## src/rtl/epmc_pkg.sv

```systemverilog
// ----------------------------------------------------------------------------
// Entity pool package
// Shared constants, operation and status codes, and transfer payload types.
// ----------------------------------------------------------------------------
package epmc_pkg;

  localparam int ENTITY_SLOTS_DEF    = 64;
  localparam int COMPONENT_KINDS_DEF = 32;
  localparam int RESULT_LIMIT        = 64;
  localparam int HIT_CNT_W           = $clog2(RESULT_LIMIT + 1);

  localparam logic [2:0] OP_CREATE = 3'd0;
  localparam logic [2:0] OP_DELETE = 3'd1;
  localparam logic [2:0] OP_ADD    = 3'd2;
  localparam logic [2:0] OP_REMOVE = 3'd3;
  localparam logic [2:0] OP_TEST   = 3'd4;
  localparam logic [2:0] OP_VALID  = 3'd5;
  localparam logic [2:0] OP_MATCH  = 3'd6;

  localparam logic [1:0] STATUS_OK      = 2'd0;
  localparam logic [1:0] STATUS_INVALID = 2'd1;
  localparam logic [1:0] STATUS_FULL    = 2'd2;

  typedef struct packed {
    logic [2:0]  opcode;
    logic [5:0]  entity_index;
    logic [4:0]  component_index;
    logic [31:0] query_mask;
    logic [6:0]  create_count;
  } in_item_t;

  typedef struct packed {
    logic [5:0] result_id;
    logic       answer_bit;
    logic [1:0] status;
    logic       last_of_run;
  } out_item_t;

endpackage

```

## src/rtl/epmc_ram.sv

```systemverilog
// ----------------------------------------------------------------------------
// Generic single-port-write RAM
// One write port and one read port with registered read data.
// ----------------------------------------------------------------------------
module epmc_ram #(
  parameter int WIDTH = 8,
  parameter int DEPTH = 64
) (
  input  logic                     clk,
  input  logic                     we,
  input  logic [$clog2(DEPTH)-1:0] waddr,
  input  logic [WIDTH-1:0]         wdata,
  input  logic [$clog2(DEPTH)-1:0] raddr,
  output logic [WIDTH-1:0]         rdata
);

  logic [WIDTH-1:0] mem [DEPTH];
  logic [WIDTH-1:0] rdata_r;

  always_ff @(posedge clk) begin
    if (we) begin
      mem[waddr] <= wdata;
    end
    rdata_r <= mem[raddr];
  end

  assign rdata = rdata_r;

endmodule

```

## src/rtl/epmc_out.sv

```systemverilog
// ----------------------------------------------------------------------------
// Result output register
// Holds one result until its transfer completes and reports when it can take
// a new one.
// ----------------------------------------------------------------------------
module epmc_out import epmc_pkg::*; (
  input  logic      clk,
  input  logic      rst_n,
  input  logic      push,
  input  out_item_t push_item,
  output logic      slot_free,
  output logic      out_valid,
  input  logic      out_ready,
  output out_item_t out_data
);

  logic      out_valid_r;
  out_item_t out_data_r;

  assign slot_free = !out_valid_r || out_ready;

  always_ff @(posedge clk) begin
    if (!rst_n) begin
      out_valid_r <= 1'b0;
    end else if (push) begin
      out_valid_r <= 1'b1;
    end else if (out_ready) begin
      out_valid_r <= 1'b0;
    end
  end

  always_ff @(posedge clk) begin
    if (push) begin
      out_data_r <= push_item;
    end
  end

  assign out_valid = out_valid_r;
  assign out_data  = out_data_r;

endmodule

```

## src/rtl/entity_id_pool_with_component_masks_unit.sv

```systemverilog
// ----------------------------------------------------------------------------
// Entity ID pool with component masks
// Hands out entity IDs from a freed-ID queue and a high-water mark, and keeps
// a component mask and a valid bit per entity in a RAM.
//
//   Port group   Direction   Handshake             Payload
//   in_*         input       in_valid / in_ready   in_item_t
//   out_*        output      out_valid / out_ready out_item_t
//
// Delete, add, remove, test and test-valid do one RAM read and then answer
// and write back. Create hands out one ID per step, and a create that does
// not fit the pool or asks for more than 64 IDs answers with one full status.
// Match scans the slots in order and ends at the high-water mark or at the
// 64th match. A stalled output holds back each result until the output
// register is free. Reset is immediate: entries are trusted only below the
// high-water mark, so no clearing pass runs.
// ----------------------------------------------------------------------------
module entity_id_pool_with_component_masks_unit import epmc_pkg::*; #(
  parameter int ENTITY_SLOTS    = ENTITY_SLOTS_DEF,
  parameter int COMPONENT_KINDS = COMPONENT_KINDS_DEF
) (
  input  logic      clk,
  input  logic      rst_n,
  input  logic      in_valid,
  output logic      in_ready,
  input  in_item_t  in_data,
  output logic      out_valid,
  input  logic      out_ready,
  output out_item_t out_data
);

  localparam int AW  = $clog2(ENTITY_SLOTS);
  localparam int HWW = $clog2(ENTITY_SLOTS + 1);
  localparam int PW  = HWW + 1;
  localparam int XW  = (HWW > 6) ? HWW : 6;
  localparam int RW  = (HWW + 1 > 7) ? HWW + 1 : 7;
  localparam int MW  = COMPONENT_KINDS + 1;

  typedef enum logic [2:0] {
    S_IDLE,
    S_ACCESS,
    S_CREATE,
    S_SCAN,
    S_EMIT
  } state_t;

  state_t                 state_r, state_nxt;
  in_item_t               item_r, item_nxt;
  logic [HWW-1:0]         hw_r, hw_nxt;
  logic [HWW-1:0]         fill_r, fill_nxt;
  logic [AW-1:0]          head_r, head_nxt;
  logic [6:0]             cnt_r, cnt_nxt;
  logic [HWW-1:0]         scan_r, scan_nxt;
  logic [HIT_CNT_W-1:0]   hits_r, hits_nxt;
  logic [AW-1:0]          pend_id_r, pend_id_nxt;
  logic                   pend_vld_r, pend_vld_nxt;
  out_item_t              res_r, res_nxt;

  logic                   m_we;
  logic [AW-1:0]          m_waddr;
  logic [MW-1:0]          m_wdata;
  logic [AW-1:0]          m_raddr;
  logic [MW-1:0]          m_rdata;
  logic                   f_we;
  logic [AW-1:0]          f_waddr;
  logic [AW-1:0]          f_wdata;
  logic [AW-1:0]          f_raddr;
  logic [AW-1:0]          f_rdata;

  logic                   push;
  out_item_t              push_item;
  logic                   slot_free;

  logic [RW-1:0]          room;
  logic [PW-1:0]          psum;
  logic [AW-1:0]          head_inc;
  logic [COMPONENT_KINDS-1:0] cur_mask;
  logic [COMPONENT_KINDS-1:0] comp_bit;
  logic                   comp_ok;
  logic                   live;
  logic [31:0]            mask32;
  logic                   scan_hit;
  logic                   scan_done;
  logic [AW-1:0]          new_id;

  epmc_ram #(
    .WIDTH(MW),
    .DEPTH(ENTITY_SLOTS)
  ) u_entry_ram (
    .clk  (clk),
    .we   (m_we),
    .waddr(m_waddr),
    .wdata(m_wdata),
    .raddr(m_raddr),
    .rdata(m_rdata)
  );

  epmc_ram #(
    .WIDTH(AW),
    .DEPTH(ENTITY_SLOTS)
  ) u_free_ram (
    .clk  (clk),
    .we   (f_we),
    .waddr(f_waddr),
    .wdata(f_wdata),
    .raddr(f_raddr),
    .rdata(f_rdata)
  );

  epmc_out u_out (
    .clk      (clk),
    .rst_n    (rst_n),
    .push     (push),
    .push_item(push_item),
    .slot_free(slot_free),
    .out_valid(out_valid),
    .out_ready(out_ready),
    .out_data (out_data)
  );

  assign in_ready = (state_r == S_IDLE);

  assign room     = RW'(fill_r) + RW'(ENTITY_SLOTS) - RW'(hw_r);
  assign psum     = PW'(head_r) + PW'(fill_r);
  assign f_waddr  = (psum >= PW'(ENTITY_SLOTS)) ? AW'(psum - PW'(ENTITY_SLOTS)) : AW'(psum);
  assign f_wdata  = AW'(item_r.entity_index);
  assign head_inc = (head_r == AW'(ENTITY_SLOTS - 1)) ? '0 : head_r + AW'(1);

  assign cur_mask = m_rdata[COMPONENT_KINDS-1:0];
  assign comp_bit = COMPONENT_KINDS'(1) << item_r.component_index;
  assign comp_ok  = ({2'b00, item_r.component_index} < 7'(COMPONENT_KINDS));
  assign live     = (XW'(item_r.entity_index) < XW'(hw_r)) && m_rdata[COMPONENT_KINDS];

  assign mask32    = 32'(cur_mask);
  assign scan_hit  = m_rdata[COMPONENT_KINDS] &&
                     ((mask32 & item_r.query_mask) == item_r.query_mask);
  assign scan_done = (scan_r >= hw_r) || (hits_r == HIT_CNT_W'(RESULT_LIMIT));
  assign new_id    = (fill_r != '0) ? f_rdata : AW'(hw_r);

  always_comb begin
    state_nxt    = state_r;
    item_nxt     = item_r;
    hw_nxt       = hw_r;
    fill_nxt     = fill_r;
    head_nxt     = head_r;
    cnt_nxt      = cnt_r;
    scan_nxt     = scan_r;
    hits_nxt     = hits_r;
    pend_id_nxt  = pend_id_r;
    pend_vld_nxt = pend_vld_r;
    res_nxt      = res_r;
    m_we         = 1'b0;
    m_waddr      = AW'(item_r.entity_index);
    m_wdata      = '0;
    m_raddr      = '0;
    f_we         = 1'b0;
    push         = 1'b0;
    push_item    = res_r;

    case (state_r)
      S_IDLE: begin
        m_raddr = (in_data.opcode == OP_MATCH) ? '0 : AW'(in_data.entity_index);
        if (in_valid) begin
          item_nxt = in_data;
          case (in_data.opcode)
            OP_CREATE: begin
              if (in_data.create_count != 7'd0) begin
                if ((RW'(in_data.create_count) > room) ||
                    (in_data.create_count > 7'(RESULT_LIMIT))) begin
                  res_nxt   = '{result_id: 6'd0, answer_bit: 1'b0,
                                status: STATUS_FULL, last_of_run: 1'b1};
                  state_nxt = S_EMIT;
                end else begin
                  cnt_nxt   = in_data.create_count;
                  state_nxt = S_CREATE;
                end
              end
            end
            OP_DELETE, OP_ADD, OP_REMOVE, OP_TEST, OP_VALID: begin
              state_nxt = S_ACCESS;
            end
            OP_MATCH: begin
              scan_nxt     = '0;
              hits_nxt     = '0;
              pend_vld_nxt = 1'b0;
              state_nxt    = S_SCAN;
            end
            default: begin
            end
          endcase
        end
      end

      S_ACCESS: begin
        m_raddr = AW'(item_r.entity_index);
        if (slot_free) begin
          push      = 1'b1;
          push_item = '{result_id: item_r.entity_index, answer_bit: 1'b0,
                        status: STATUS_OK, last_of_run: 1'b1};
          state_nxt = S_IDLE;
          if (item_r.opcode == OP_VALID) begin
            push_item.answer_bit = live;
          end else if (!live) begin
            push_item.status = STATUS_INVALID;
          end else if (item_r.opcode == OP_DELETE) begin
            m_we = 1'b1;
            if (fill_r < HWW'(ENTITY_SLOTS)) begin
              f_we     = 1'b1;
              fill_nxt = fill_r + HWW'(1);
            end
          end else if (comp_ok) begin
            case (item_r.opcode)
              OP_ADD: begin
                m_we    = 1'b1;
                m_wdata = {1'b1, cur_mask | comp_bit};
              end
              OP_REMOVE: begin
                m_we    = 1'b1;
                m_wdata = {1'b1, cur_mask & ~comp_bit};
              end
              default: begin
                push_item.answer_bit = |(cur_mask & comp_bit);
              end
            endcase
          end
        end
      end

      S_CREATE: begin
        if (slot_free) begin
          push      = 1'b1;
          push_item = '{result_id: 6'(new_id), answer_bit: 1'b1,
                        status: STATUS_OK, last_of_run: (cnt_r == 7'd1)};
          m_we      = 1'b1;
          m_waddr   = new_id;
          m_wdata   = {1'b1, {COMPONENT_KINDS{1'b0}}};
          if (fill_r != '0) begin
            head_nxt = head_inc;
            fill_nxt = fill_r - HWW'(1);
          end else begin
            hw_nxt = hw_r + HWW'(1);
          end
          cnt_nxt = cnt_r - 7'd1;
          if (cnt_r == 7'd1) begin
            state_nxt = S_IDLE;
          end
        end
      end

      S_SCAN: begin
        if (scan_done) begin
          if (pend_vld_r) begin
            res_nxt = '{result_id: 6'(pend_id_r), answer_bit: 1'b1,
                        status: STATUS_OK, last_of_run: 1'b1};
          end else begin
            res_nxt = '{result_id: 6'd0, answer_bit: 1'b0,
                        status: STATUS_OK, last_of_run: 1'b1};
          end
          state_nxt = S_EMIT;
        end else if (scan_hit) begin
          if (!pend_vld_r) begin
            pend_vld_nxt = 1'b1;
            pend_id_nxt  = AW'(scan_r);
            hits_nxt     = hits_r + HIT_CNT_W'(1);
            scan_nxt     = scan_r + HWW'(1);
          end else if (slot_free) begin
            push         = 1'b1;
            push_item    = '{result_id: 6'(pend_id_r), answer_bit: 1'b1,
                             status: STATUS_OK, last_of_run: 1'b0};
            pend_id_nxt  = AW'(scan_r);
            hits_nxt     = hits_r + HIT_CNT_W'(1);
            scan_nxt     = scan_r + HWW'(1);
          end
        end else begin
          scan_nxt = scan_r + HWW'(1);
        end
        m_raddr = AW'(scan_nxt);
      end

      S_EMIT: begin
        if (slot_free) begin
          push      = 1'b1;
          push_item = res_r;
          state_nxt = S_IDLE;
        end
      end

      default: begin
        state_nxt = S_IDLE;
      end
    endcase

    f_raddr = head_nxt;
  end

  always_ff @(posedge clk) begin
    if (!rst_n) begin
      state_r    <= S_IDLE;
      hw_r       <= '0;
      fill_r     <= '0;
      head_r     <= '0;
      cnt_r      <= '0;
      scan_r     <= '0;
      hits_r     <= '0;
      pend_vld_r <= 1'b0;
    end else begin
      state_r    <= state_nxt;
      hw_r       <= hw_nxt;
      fill_r     <= fill_nxt;
      head_r     <= head_nxt;
      cnt_r      <= cnt_nxt;
      scan_r     <= scan_nxt;
      hits_r     <= hits_nxt;
      pend_vld_r <= pend_vld_nxt;
      item_r     <= item_nxt;
      pend_id_r  <= pend_id_nxt;
      res_r      <= res_nxt;
    end
  end

  // The freed-ID queue only ever holds IDs that were handed out earlier.
  a_fill_le_hw: assert property (@(posedge clk) disable iff (!rst_n)
    fill_r <= hw_r)
    else $error("freed ID count exceeds high-water mark");

  a_hw_bound: assert property (@(posedge clk) disable iff (!rst_n)
    hw_r <= HWW'(ENTITY_SLOTS))
    else $error("high-water mark beyond pool size");

  a_push_free: assert property (@(posedge clk) disable iff (!rst_n)
    push |-> slot_free)
    else $error("result pushed into a full output register");

  a_create_end: assert property (@(posedge clk) disable iff (!rst_n)
    (state_r == S_CREATE && push && cnt_r == 7'd1) |=> (state_r == S_IDLE))
    else $error("create run did not end after its last ID");

endmodule
```

## config.mk

```make
export PLATFORM = sky130hd
export DESIGN_NAME = entity_id_pool_with_component_masks_unit
export DESIGN_NICKNAME = d
export VERILOG_FILES = /design/src/rtl/epmc_pkg.sv /design/src/rtl/epmc_ram.sv /design/src/rtl/epmc_out.sv /design/src/rtl/entity_id_pool_with_component_masks_unit.sv
export SDC_FILE = /design/constraint.sdc
export NUM_CORES = 2
export LEC_CHECK = 0
export ABC_AREA = 1
export BUFFER_PORTS_ARGS = -buffer_cell sky130_fd_sc_hd__buf_2
export CAP_MARGIN = 20
export CORE_ASPECT_RATIO = 0.75
export CORE_MARGIN = 3
export CORE_UTILIZATION = 40
export DETAILED_ROUTE_END_ITERATION = 8
export MAX_ROUTING_LAYER = met4
export PLACE_DENSITY_LB_ADDON = 0.05
export RECOVER_POWER = 100
export SLEW_MARGIN = 40
export SYNTH_ARGS = -nofsm -noshare
export SYNTH_HDL_FRONTEND = slang
export SYNTH_SLANG_ARGS = --single-unit
```

## constraint.sdc

```tcl
create_clock -name clk -period 13.5 [get_ports clk]
set_input_delay 2.7 -clock clk [delete_from_list [all_inputs] [get_ports clk]]
set_output_delay 2.7 -clock clk [all_outputs]
set_load 0.01 [all_outputs]
```

# Word-level counts from Yosys, hierarchy flattened
# Memory sizes are Yosys's and may differ from the RTL's. A register that Yosys moved wholly into a read port is not among the register bits.
# Cells that the tools add are included.
[totals]
reg_bits = 118
output_inout_bits = 12
latch_bits = 0
mem_bits_rw = 2496
mem_count = 2
romBits = 0
inputBits = 57
wordCells = 223
[classes]
n_eq_ne = 41
mux = 102
n_mul = 0
reduce_logical = 30
div_mod_pow = 0
order_cmp = 6
shift = 1
addsub = 11
bitwise = 7
[memory_table]
columns = ["memory", "depth", "word_bits", "read_ports", "rd_clocked_by_memory_dff", "wr", "line", "source"]
rows = [
  ["u_entry_ram.mem", 64, 33, 1, 1, 1, "epmc_ram.sv:17", "logic [WIDTH-1:0] mem [DEPTH];"],
  ["u_free_ram.mem", 64, 6, 1, 1, 1, "epmc_ram.sv:17", ""],
]
[ops]
columns = ["cell", "count"]
rows = [
  ["33-bit 2-to-1 mux", 5],
  ["7-bit 2-to-1 mux", 22],
  ["33-bit one-hot mux with 2 select lines", 2],
  ["10-bit 2-to-1 mux", 12],
  ["32-bit AND", 3],
  ["6-bit 2-to-1 mux", 11],
  ["7-bit one-hot mux with 2 select lines", 4],
  ["32-bit equality test", 1],
  ["32-bit inverter", 1],
  ["32-bit bitwise OR", 1],
  ["32-bit OR reduction", 1],
  ["1-bit by 5-bit << shifter with 32-bit output, first input constant", 1],
  ["1-bit 2-to-1 mux", 31],
  ["10-bit one-hot mux with 3 select lines", 1],
  ["7-bit by 1-bit adder with 7-bit output, second input constant", 4],
  ["2-bit != test, second input constant", 13],
  ["3-bit 2-to-1 mux", 7],
  ["10-bit one-hot mux with 2 select lines", 1],
  ["3-bit by 2-bit equality test with 1-bit output, second input constant", 6],
  ["6-bit one-hot mux with 3 select lines", 1],
  ["3-bit equality test, second input constant", 5],
  ["5-bit AND reduction", 3],
  ["7-bit AND reduction", 2],
  ["7-bit nonzero test", 2],
  ["other kinds (35)", 58],
]

# Longest topological paths before layout
[depth]
depth_word = 10
ltp_mapped = 23
ltp_nobuf = 21

# Hierarchy
# From an unflattened synthesis, not the netlist that was laid out.
[unflattened]
cells_unflattened = 9546
area_unflattened_um2 = 110153.1
[by_module_without_submodules]
columns = ["mod", "seq_area_each_um2", "cells_each", "instances", "area_each_um2"]
rows = [
  ["epmc_ram at u_entry_ram", 64081.5, 6996, 1, 85713.5],
  ["epmc_ram at u_free_ram", 11651.2, 1376, 1, 15930.3],
  ["entity_id_pool_with_component_masks_unit", 2702.6, 1158, 1, 8162.8],
  ["epmc_out", 320.3, 16, 1, 346.6],
]

# Least setup slack after synthesis
# No wires, ideal clock.
[synth_path]
kind = "input to register"
from = "input port out_ready"
to = "memory u_entry_ram.mem[0][11] in the netlist's numbering (data pin)"
n_path_buf = 0
setup_time_ns = 1.287
t_required_ns = 12.213
stages = 6
arrival_ns = 9.202
path_slack_ns = 3.011
cell_sequence = "nor2_4 nor2_1 inv_1 nor2_1 inv_1 a2111oi_0"
[synth_via]
elab_chain_cells = 3
[synth_lines]
columns = ["item", "line", "source"]
rows = [
  ["start: declaration", "entity_id_pool_with_component_masks_unit.sv:28", "input logic out_ready,"],
  ["1-bit logical OR", "epmc_out.sv:20", "assign slot_free = !out_valid_r || out_ready;"],
  ["33-bit 2-to-1 mux", "entity_id_pool_with_component_masks_unit.sv:196", "if (slot_free) begin"],
  ["33-bit one-hot mux with 2 select lines", "entity_id_pool_with_component_masks_unit.sv:160", "case (state_r)"],
  ["net m_wdata[11]", "entity_id_pool_with_component_masks_unit.sv:61", "logic [MW-1:0] m_wdata;"],
  ["end: declaration", "epmc_ram.sv:17", ""],
]
# The timed path passes the listed nets, and every way through them passes these cells.

# Worst setup path after layout
[layout_path]
from = "register item_r (netlist bit f_wdata[4])"
to = "memory u_entry_ram.mem[7][25] in the netlist's numbering (data pin)"
[layout_via]
elab_chain_cells = 6
[layout_lines]
columns = ["item", "line", "source"]
rows = [
  ["start: declaration", "entity_id_pool_with_component_masks_unit.sv:48", "in_item_t item_r, item_nxt;"],
  ["start signal: assignment", "entity_id_pool_with_component_masks_unit.sv:315", "item_r <= item_nxt;"],
  ["6-bit by 7-bit less-than comparator with 1-bit output", "entity_id_pool_with_component_masks_unit.sv:132", "assign live = (XW'(item_r.entity_index) < XW'(hw_r)) && m_rdata[COMPONENT_KINDS];"],
  ["1-bit logical AND", "entity_id_pool_with_component_masks_unit.sv:132", ""],
  ["33-bit 2-to-1 mux", "entity_id_pool_with_component_masks_unit.sv:203", "end else if (!live) begin"],
  ["33-bit 2-to-1 mux", "entity_id_pool_with_component_masks_unit.sv:201", "if (item_r.opcode == OP_VALID) begin"],
  ["33-bit 2-to-1 mux", "entity_id_pool_with_component_masks_unit.sv:196", ""],
  ["33-bit one-hot mux with 2 select lines", "entity_id_pool_with_component_masks_unit.sv:160", ""],
  ["net m_wdata[25]", "entity_id_pool_with_component_masks_unit.sv:61", ""],
]
# The timed path passes the listed nets, and every way through them passes these cells.

==> results.tsv <==
stage	metric	value	unit
place	number of buffer cells added on primary ports	68	
synthesis	most frequent cell after synthesis	edfxtp_1	
synthesis	Post-synth top flop	edfxtp_1	
cells_and_area	final cell utilization of the core	45.14	%
synthesis	number of warnings issued by yosys	0	
synthesis	Async SR Flop Fraction	0	%
cts	Reg clk slew, reported paths	0.07	ns
worst_setup_path	peak fanout along the critical path	65	
worst_setup_path	worst setup path category	reg -> reg	
die	CORE AREA	287600	um2
worst_setup_path	kind of end point of the critical path	flop	
die	die outline area	297300	um2
synthesis	post-synthesis cell area	116300	um2
synthesis	mean post-synth cell area	11.17	um2
place	final HPWL from detailed placement	206700	um
sta	total setup violations reported at the end of the flow	0	
sta	Max Clock Skew	0.04283	ns
cts	cts bufs inserted	286	
worst_setup_path	required arrival time at the worst endpoint	13.85	ns
place	GP Congestion	0.8676	
power	Pwr per Cell Area	202.1	nW/um2
route	1st-iter DRT viols	9330	
synthesis	area share of the leading cell type in the synthesized netlist	66.26	%
sta	final clock period utilization by the worst path	70.70	%
flow_run	max capacitance violation total	126	
die	Vert. Die Dim	472.9	um
synthesis	EDFF count, synth	2566	
hold_path	worst hold-check path type	reg -> reg	
grt	initial antenna violation count	30	
die	standard-cell row count	170	
sta	maximum clock frequency	0.1048	GHz
grt	Remaining Overflow, GRT	0	
synthesis	synthesized flop and latch total	2651	
cts	number of buffers on the longest clock path	4	
route	antenna violation net count after detailed routing	0	
sta	minimum clock period after layout	9.544	ns
cells_and_area	number of nets in the layout	10430	
route	vias	79680	
status	violations in the final reports	max-capacitance violations, max-slew violations	
power	Static Leak	47.75	nW
die	horizontal die dimension	628.6	um
worst_setup_path	Setup crit start kind	flop	
sta	Relative slew margins	-192.7	%
cts	H-tree Lvls	5	
cells_and_area	Fill cells	26590	
grt	pin count of the biggest net entering global routing	174	
cts	CTS tree	built	
synthesis	portion of the post-synthesis area used by sequential elements	67.73	%
cts	clock network latency to the later pin of the worst-skew pair	0.86	ns
sta	slew at the pin with the worst max-slew slack	4.390	ns
sta	number of endpoints with negative hold slack in the final report	0	
worst_setup_path	worst path arrival time	9.89	ns
route	number of remaining DRC errors	0	
place	number of cells in the design after placement	13890	
cells_and_area	fraction of layout instances using a drive strength above 1	5.786	%
power	maximum ir drop on the vdd rail	0.1920	mV
status	outcome	complete, but fails checks	
cts	Num Clock Sinks	2651	
cts	postcts setup bufs	0	
cells_and_area	count of non-filler cells in the finished layout	14420	
synthesis	top post-synthesis cells by area	edfxtp_1 (66%), nand3_1 (10%), nand3b_1 (5.1%)	
sta	number of pins with negative max-slew slack in the final report	4889	
sta	sum of negative setup slack	0	ns
route	number of iterations in the first detailed-routing pass	6	
cells_and_area	Area growth syn-to-layout	11.62	%
sta	setup repair after global routing missed its margin	false	
power	overall power	26.23	mW
cts	Post-CTS Hold Fix Bufs	0	
route	Total Wirelength	392100	um
synthesis	net count after synthesis	10520	
grt	wire length of the first global-routing pass	558700	um
route	Wirelength per Cell	27.19	um
grt	GR Util All Layers	26.54	%
die	number of top-level pins	69	
grt	number of global-route vias before repair	75240	
die	Starting Density	40.44	%
route	vias per std cell	5.525	
synthesis	synthesized netlist cell count	10410	
cts	total of cells resized after clock tree synthesis	0	
synthesis	commonest cells in the synthesized netlist	edfxtp_1 (2566), nand3_1 (2376), nand2_1 (1464)	
synthesis	cell taking the most area after synthesis	edfxtp_1	
synthesis	number of distinct library cells after synthesis	56	
cts	clock root buffer	clkbuf_16	
routing by layer:
layer | GRT usage, % | up-vias | wire [um]
met5 | - | - | 0
met3 | 3.952 | 543 | 31070
met1 | 39.32 | 40040 | 182000
met4 | 6.353 | 0 | 10580
met2 | 38.32 | 3017 | 168400
li1 | - | 36070 | -
layout by cell type (no fill, tap or decap), types with 7 or more instances in the layout:
master,synthesis,final
clkinv_2,0,42
a211oi_4,0,7
inv_1,1345,1345
o221ai_1,96,96
clkbuf_16,0,297
nor2_1,475,408
inv_6,0,9
o21ai_1,22,21
a21oi_1,69,67
buf_16,0,12
edfxtp_1,2566,2566
clkbuf_8,0,10
nand2_1,1464,1461
nand3b_1,787,787
ha_1,49,49
o211ai_1,8,8
clkbuf_1,189,253
bufinv_16,0,21
xor2_1,9,9
dfxtp_1,85,84
a211oi_1,16,9
diode_2,0,9
nand4_1,20,20
clkinv_1,3,55
nor3_1,22,22
nand3_1,2376,2373
nor2_4,3,73
buf_12,0,21
buf_2,401,21
buf_4,7,42
o21ai_0,244,245
buf_6,5,14
final timing paths:
| check | start | to | slack [ns] | depth (start not counted) |
|---|---|---|---|---|
| worst min-delay path | hits_r[3] | hits_r[3] | 0.48 | 2 |
| worst min register to register | hits_r[3] | hits_r[3] | 0.48 | 2 |
| worst max register to register | f_wdata[4] | u_entry_ram.mem[7][25] | 3.96 | 10 |
| worst max-delay path | f_wdata[4] | u_entry_ram.mem[7][25] | 3.96 | 10 |
where the power goes:
group	switching [mW]	internal, mW
sequential	0.223	9.18
combinational	6.65	2.40
clock	3.28	4.49
total	10.2	16.1
area by class of cell:
cell class                      count  area (um2)  area share (%)
Timing Repair Buffer              292        2012           1.550
Clock buffer                      378        7836           6.037
Tap cell                         3870        4842           3.731
Sequential cell                  2651       78760           60.68
Inverter                         1360        5124           3.947
Clock inverter                    129        1197          0.9225
Antenna cell                        9       22.52         0.01735
Multi-Input combinational cell   5733       30010           23.12
stage by stage:
stage	instance area [um2]	hold WS (ns)	setup WS, ns
2_1_floorplan	116300	0.4543	3.011
3_3_place_gp	121000	0.4647	5.419
3_5_place_dp	121500	0.4760	5.408
4_1_cts	130500	0.4842	6.339
5_1_grt	129800	0.5195	3.596
6_report	129800	0.4783	3.956
critical path: stages, from the launching register on:
cell	delay [ns]
edfxtp_1	0.40
clkbuf_1	2.33
ha_1	0.59
a21o_1	0.17
a22oi_1	0.13
nand3_1	0.14
inv_1	0.23
nand2_1	0.80
a21oi_1	1.55
clkbuf_1	0.96
clkbuf_1	1.56
cell families (layout without fill, tap and decap cells):
group / after synthesis / in the layout / share of synthesized area, %
simple gates: 5174 / 5174 / 21.97
flops: 2651 / 2651 / 67.73
buf+inv: 2030 / 2159 / 7.042
compound gates: 493 / 493 / 2.580
fa+ha+maj: 52 / 52 / 0.5789
xor+xnor: 14 / 14 / 0.1054
other cells: 0 / 9 / 0
state kept, by name, indices dropped and copies added, names as in the netlist, 3 cells and up:
name               count
cnt_r                  7
f_wdata                6
fill_r                 7
head_r                 6
hits_r                 7
hw_r                   7
item_r                40
pend_id_r              6
res_r                  8
scan_r                 7
state_r                3
u_entry_ram.mem     2112
u_entry_ram.rdata     33
u_free_ram.mem       384
u_free_ram.rdata       6
u_out.out_data        10
No activity file was read; power rests on OpenSTA's default activity.
